===== src/rwco_ram.sv =====
// Generic single-write, single-read RAM with a registered read port.
module rwco_ram #(
  parameter int WIDTH = 8,
  parameter int DEPTH = 16
) (
  input  logic                     clk,
  input  logic                     we,
  input  logic [$clog2(DEPTH)-1:0] waddr,
  input  logic [WIDTH-1:0]         wdata,
  input  logic [$clog2(DEPTH)-1:0] raddr,
  output logic [WIDTH-1:0]         rdata
);

  logic [WIDTH-1:0] mem [DEPTH];

  // Read data is registered; a read of the address being written returns the old data.
  always_ff @(posedge clk) begin
    if (we) begin
      mem[waddr] <= wdata;
    end
    rdata <= mem[raddr];
  end

endmodule


===== config.mk =====
export PLATFORM = sky130hd
export DESIGN_NAME = rwco_ram
export DESIGN_NICKNAME = d
export VERILOG_FILES = /design/src/rwco_ram.sv
export SDC_FILE = /design/constraint.sdc
export NUM_CORES = 1
export LEC_CHECK = 0
export ABC_AREA = 1
export BUFFER_PORTS_ARGS = -buffer_cell sky130_fd_sc_hd__buf_2
export CAP_MARGIN = 20
export CORE_UTILIZATION = 55
export DETAILED_ROUTE_END_ITERATION = 16
export PLACE_DENSITY = 0.73
export SYNTH_ARGS = -nofsm -noshare
export SYNTH_HDL_FRONTEND = slang
export SYNTH_SLANG_ARGS = --single-unit

===== constraint.sdc =====
create_clock -name clk -period 1.52 [get_ports clk]
set_clock_uncertainty 0.15 [all_clocks]
set_input_delay 0.456 -clock clk [delete_from_list [all_inputs] [get_ports clk]]
set_output_delay 0.456 -clock clk [all_outputs]
set_load 0.01 [all_outputs]

**After elaboration in Yosys (flattened, before gate mapping)**

Memory sizes are Yosys's and may differ from the RTL's. A register that Yosys moved wholly into a read port is not among the register bits.
Cells that the tools add are included.

- Register bits: 0
- Bits in latches: 0
- Bits in writable memories: 128
- Bits in read-only memories: 0
- Input port bits: 18
- Output and inout bits: 8
- Word-level logic and storage cells: 3
- Memories kept: 1

- Add/subtract/negate cells: 0
- $mul: 0
- Div/mod/pow operators: 0
- $lt $le $gt $ge: 0
- Equality and inequality tests: 0
- Shift-type cells: 0
- Mux-type cells: 2
- Bitwise gates (word level): 0
- Reduce and logical (&&, ||, !) cells: 0

Memory list:

| name | depth | width | rd ports | clocked after memory_dff | write ports | line | source |
|---|---|---|---|---|---|---|---|
| mem | 16 | 8 | 1 | 1 | 1 | 14 | `logic [WIDTH-1:0] mem [DEPTH];` |

Operators by type and width:

| operator | number |
|---|---|
| 1-bit two-way mux | 2 |

**Logic depth before layout (Yosys ltp)**

Gate-level depths: netlist of the first run.

- Depth after elaboration: 2
- Depth in mapped cells: 8
- Gate-level depth less buffers: 7

**Least setup slack after synthesis of the first run**

OpenSTA, ideal clock, no wires.

- Kind: in2reg
- From: input waddr[3]
- To: memory mem[4][0], enable pin
- Setup time: 0.370 ns
- Data arrival time: 1.037 ns
- Required time: 1.000 ns
- Setup slack: -0.037 ns
- Stages on the path: 2
- Path buffers: 0
- Cells stage by stage: nand3b_1 > nor2_1

RTL lines:

| element | line | source |
|---|---|---|
| from (decl) | 8 | `input logic [$clog2(DEPTH)-1:0] waddr,` |
| to (decl) | 14 |  |

No word-level cell before the write port.

**Final worst setup path of the first run**

- From: register rdata[0] (read register of mem)
- To: output rdata[0]

RTL lines:

| element | line | source |
|---|---|---|
| from (decl) | 11 | `output logic [WIDTH-1:0] rdata` |

No word-level cell between the ends.

==> metrics.yaml, run 1 <==
detailed_routing:
  wire_per_inst_um: 16.4
  drt_iter0_markers: 262
  first_pass_iters: 5
  routed_via_density: 5.25
  finalWirelength_um: 12300
  antenna_left: 0
  drc: 0
  vias: 3938
timing:
  grt_setup_unrepaired: "true"
  relSlewSlack_pct: 76.9
  timing.final.crit_share_pct: 103
  setup_viol: 8
  finalMaxSlewViolations: 0
  final.min_clock_period_ns: 1.56
  hold_viol_final: 0
  max_freq_mhz: 641
  worstMarginPinSlew_ns: 0.347
  setup_ws_ns: -0.0411
floorplanning:
  die_y_um: 104
  core-area_um2: 10200
  io_pins: 26
  die_area_um2: 10900
  die_w_um: 104
  rows: 37
  start_util_pct: 56.4
global_route:
  grt_pass1_vias: 3838
  grt_pass1_wl_um: 19700
  grt_overflow: 0
  grtUsageTotal_pct: 24.3
  grt_max_degree: 65
  antenna_found_initial: 0
cts:
  cts_tree: "yes"
  clk_latency_ns: 0.51
  cts_made_buffers: 17
  htree_levels: 4
  cts_setup_buffers: 0
  clockBufferDepth: 2
  clk_pin_slew_worst_paths_ns: 0.06
  ctsHoldBuffers: 0
  cts_root_buf: "clkbuf_8"
  cts_resized: 4
  cts.sinks: 136
setup_path:
  cp-start-kind: "flop"
  worstSetupPathType: "reg2out"
  crit_family: "flip-flops"
  slowest_stage: "dfxtp_2"
  critPathBufInv: 1
  critPathMaxFanout: 1
  required_ns: 0.91
  cp-end-kind: "primary output"
  critPathMaxStageDelay_ns: 0.33
  cp_cell_sequence: "buf_6"
  cp.arrival_ns: 0.96
placed_design:
  portBuffers: 25
  place_congestion: 0.847
  placed_cells: 718
  place_area_um2: 6200
  dp_hpwl_um: 7640
hold_path:
  hold_class: "in2reg"
finish:
  drive_gt1_share_pct: 14.8
  design_area_um2: 6770
  syn_to_final_growth_pct: 17.4
  num_antenna_cells: 0
  stdcell_count: 750
  fin_nets: 619
power_and_ir_drop:
  p_sw_share_pct: 22.9
  ir_drop_mv: 0.840
  p_seq_share_pct: 49.7
  power.switching_mw: 1.94
  p_comb_share_pct: 6.5
  leakage_nw: 2.96
  power_mw: 8.49
  power.internal_mw: 6.55
  powerDensity_nw_per_um2: 1250
  p_clk_share_pct: 43.8
yosys:
  post-synth-top-area-cell: "edfxtp_1"
  yosysWarnings: 0
  synth_area_um2: 5770
  yosysSeqAreaShare_pct: 69.4
  netlist.area_leader.share_pct: 66.7
  yosysMostFrequentCell: "nand2_1"
  async_flop_share_pct: 0
  synth_nets: 569
  yosys-top-cells-count: "nand2_1, edfxtp_1, inv_1"
  synth.area.top_cells: "edfxtp_1, nand2_1, nand3_1"
  ys_seq_elements: 136
  syn_avg_cell_area_um2: 10.5
  synthFlopType: "edfxtp_1"
  yosys.cell_types.count: 12
  synth-edff-count: 128
  netlist_instances: 551
status:
  violations: "setup timing"
  status: "complete, but fails checks"
flow_run:
  drv_cap: 0
[kinds of logic (layout without fill, tap and decap cells)]
group / count (synthesis) / in the layout / synth area share (%)
and+or+nand+nor: 289 / 289 / 21.0
buffers and inverters: 126 / 189 / 9.52
DFF: 136 / 136 / 69.4
[final timing paths]
check / from / end / slack [ns] / cells after the start
min reg2reg: mem[14][4]$_DFFE_PP_ / rdata[4]$_DFF_P_ / 0.51 / 6
max reg2reg: mem[5][5]$_DFFE_PP_ / rdata[5]$_DFF_P_ / 0.35 / 6
max: rdata[0]$_DFF_P_ / rdata[0] / -0.04 / 1
min: wdata[3] / mem[0][3]$_DFFE_PP_ / 0.19 / 1
[routing by layer]
layer	GRT usage [%]	routed length, µm	vias up	share of wire [%]
li1	-	-	1877	-
met1	31.5	5080	1906	41
met2	40.7	6290	136	51
met3	4.20	801	19	6.5
met4	9.90	143	0	1.2
met5	0	0	-	0
[cell usage in the layout, fill, tap and decap left out]
cell        count
clkinvlp_4      3
nand3b_1        2
dfxtp_2         3
nand2_1       173
inv_1         100
buf_4          24
dfxtp_1         5
nor2_2          2
clkinv_2        1
clkbuf_8        1
clkinv_4        5
buf_2          22
clkbuf_16      16
bufinv_16       1
inv_6           2
edfxtp_1      128
nor2_1         15
inv_2           2
buf_6           3
clkinv_1        3
buf_12          6
nand3_1        97
[flip-flops by register name (all words and copies together), names as in the netlist]
name	count
mem	128
rdata	8
[power groups by stage]
stage / logic [mW] / clock network [mW] / registers [mW]
CTS: 0.550 / 3.75 / 4.22
floorplan: 0.297 / 0 / 4.30
global placement: 0.523 / 0 / 4.29
detailed placement: 0.537 / 0 / 4.29
global route: 0.611 / 3.90 / 4.23
finish: 0.555 / 3.72 / 4.22
[layout make-up]
cell class                 count  area, µm²
multi-input combinational    289       1220
clock buffer                  17        414
fill                         755       3460
timing repair buffer          55        444
tap                          136        170
inverter                     102        383
sequential                   136       4010
clock inverter                15        130
[metrics by stage]
| step | hold WS [ns] | setup TNS, ns | utilization, % | setup WS (ns) |
|---|---|---|---|---|
| floorplan | 0.405 | -2.92 | - | -0.0368 |
| global placement | 0.481 | -4.18 | 60.6 | -0.100 |
| detailed placement | 0.500 | -9.61 | 60.6 | -0.121 |
| CTS | 0.178 | -0.335 | 66.1 | -0.0541 |
| global route | 0.180 | -0.438 | 66.1 | -0.0605 |
| finish | 0.194 | -0.200 | 66.1 | -0.0411 |
No activity file was read; power rests on OpenSTA's default activity.
==> inputs of run 2 (changes only) <==
--- a/config.mk
+++ b/config.mk
@@ -8,6 +8,7 @@
 export ABC_AREA = 1
 export BUFFER_PORTS_ARGS = -buffer_cell sky130_fd_sc_hd__buf_2
 export CAP_MARGIN = 20
+export CORE_MARGIN = 2
 export CORE_UTILIZATION = 55
 export DETAILED_ROUTE_END_ITERATION = 16
 export PLACE_DENSITY = 0.73
==> run 2 against run 1 <==
  * Cell count unchanged
  * Final area is 1.2% higher
  * Sequential cell count unchanged
  * Maximum frequency down 2.3%
  * The run still ends with setup timing left
  * Sequential share of layout area down 0.63 points
  * Hold slack got worse by 0.038 ns
==> metrics.yaml, run 2 (synthesized netlist as in run 1, its figures left out) <==
global_route:
  grt_pass1_vias: 3957  # was 3,838
  grt_max_degree: 65  # unchanged
  grt_pass1_wl_um: 20200  # was 19,700 µm
  grtUsageTotal_pct: 24.3  # about the same
  antenna_found_initial: 0  # unchanged
  grt_overflow: 0  # unchanged
hold_path:
  hold_class: "in2reg"  # unchanged
  min_from: "raddr[3]"  # was wdata[3]
setup_path:
  required_ns: 0.91  # about the same
  cp_cell_sequence: "buf_6"  # unchanged
  critPathBufInv: 1  # unchanged
  critPathMaxFanout: 1  # unchanged
  worstSetupPathType: "reg2out"  # unchanged
  critPathLaunch: "rdata[7]$_DFF_P_"  # was rdata[0]$_DFF_P_
  cp-start-kind: "flop"  # unchanged
  crit_family: "flip-flops"  # unchanged
  slowest_stage: "dfxtp_2"  # unchanged
  cp-end-kind: "primary output"  # unchanged
  rr_startpoint: "mem[7][6]$_DFFE_PP_"  # was mem[5][5]$_DFFE_PP_
  cp.arrival_ns: 0.99  # was 0.96 ns
  critPathMaxStageDelay_ns: 0.36  # was 0.33 ns
floorplanning:
  rows: 37  # unchanged
  start_util_pct: 56.4  # unchanged
  die_y_um: 106  # was 104 µm
  die_w_um: 106  # was 104 µm
  die_area_um2: 11300  # was 10,900 µm²
  core-area_um2: 10200  # unchanged
  io_pins: 26  # unchanged
detailed_routing:
  vias: 3927  # was 3,938
  finalWirelength_um: 12500  # was 12,300 µm
  first_pass_iters: 5  # unchanged
  routed_via_density: 5.24  # was 5.25
  drt_iter0_markers: 362  # was 262
  antenna_left: 0  # unchanged
  wire_per_inst_um: 16.7  # was 16.4 µm
  drc: 0  # unchanged
cts:
  cts.sinks: 136  # unchanged
  htree_levels: 4  # unchanged
  cts_setup_buffers: 0  # unchanged
  clk_pin_slew_worst_paths_ns: 0.06  # about the same
  cts_made_buffers: 17  # unchanged
  cts_tree: "yes"  # unchanged
  ctsHoldBuffers: 0  # unchanged
  clockBufferDepth: 2  # unchanged
  clk_latency_ns: 0.53  # was 0.51 ns
  cts_root_buf: "clkbuf_8"  # unchanged
status:
  violations: "setup timing"  # unchanged
  status: "complete, but fails checks"  # unchanged
flow_run:
  drv_cap: 0  # unchanged
timing:
  finalMaxSlewViolations: 0  # unchanged
  setup_viol: 8  # unchanged
  fin_setup_tns_ns: -0.378  # was -0.200 ns
  worstMarginPinSlew_ns: 0.334  # was 0.347 ns
  grt_setup_unrepaired: "true"  # unchanged
  relSlewSlack_pct: 77.8  # was 76.9%
  setup_ws_ns: -0.0772  # was -0.0411 ns
  hold_viol_final: 0  # unchanged
  final.min_clock_period_ns: 1.60  # was 1.56 ns
  max_freq_mhz: 626  # was 641 MHz
  timing.final.crit_share_pct: 105  # was 103%
finish:
  final_cell_mix: "nand2_1, edfxtp_1, inv_1"  # unchanged
  top_regs: "mem (128), rdata (8)"  # unchanged
  fin_nets: 619  # unchanged
  stdcell_count: 750  # unchanged
  largest_reg_flops: 128  # unchanged
  layout_commonest_cell: "nand2_1"  # unchanged
  ff_latch_area_um2: 4010  # about the same
  drive_gt1_share_pct: 15.1  # was 14.8%
  fillers: 753  # was 755
  multiInputGateArea_um2: 1220  # unchanged
  num_antenna_cells: 0  # unchanged
  top_register: "mem"  # unchanged
  syn_to_final_growth_pct: 18.7  # was 17.4%
placed_design:
  dp_hpwl_um: 7690  # was 7640 µm
  portBuffers: 25  # unchanged
  place_congestion: 0.811  # was 0.847
  placed_cells: 718  # unchanged
power_and_ir_drop:
  leakage_nw: 2.98  # was 2.96 nW
  ir_drop_mv: 0.958  # was 0.840 mV
  powerDensity_nw_per_um2: 1280  # was 1250 nW/µm²
==> run 2: per-stage QoR <==
step	hold slack [ns]	cell area, µm²	total power [mW]	util (%)	setup slack (ns)
2_1_floorplan	0.405	5770	4.60	-	-0.0368
3_3_place_gp	0.490	6230	4.82	60.9	-0.139
3_5_place_dp	0.493	6230	4.83	60.9	-0.170
4_1_cts	0.129	6840	8.78	66.8	-0.0996
5_1_grt	0.161	6850	8.98	66.9	-0.0928
6_report	0.157	6850	8.75	66.9	-0.0772
==> run 2: path summary, 6_finish.rpt <==
check | cells past startpoint | end | slack, ns
setup reg to reg | 6 | rdata[6]$_DFF_P_ | 0.34
setup / recovery | 1 | rdata[7] | -0.08
hold / removal | 3 | rdata[5]$_DFF_P_ | 0.16
hold reg to reg | 6 | rdata[5]$_DFF_P_ | 0.50
==> run 2: power breakdown <==
group | switching (mW) | total [mW] | internal (mW) | leakage [nW]
combinational | 0.360 | 0.562 | 0.202 | 1.49
clock | 1.48 | 3.96 | 2.47 | 0.265
sequential | 0.0312 | 4.23 | 4.20 | 1.22
==> run 2: final cells by class <==
class / count / share of cell area, %
clock inverters: 14 / 2.30
multi-input cells: 289 / 17.8
clock buffers: 18 / 6.10
repair buffers: 55 / 7.13
well taps: 136 / 2.49
flip-flops and latches: 136 / 58.6
inverters: 102 / 5.59
==> run 2: layer usage <==
metal  up-vias  share of wire [%]  GRT usage, %  routed length, µm
met4         0               0.79          9.77                 99
met5         -                  0             0                  0
met1      1841                 40          31.4               4950
met2       204                 51          40.0               6360
li1       1873                  -             -                  -
met3         9                8.9          5.82               1120
==> run 2: timing repair <==
item,4_1_cts,5_1_grt
cloned,0,0
endpoints found under the setup margin,8,8
resized for setup,10,2
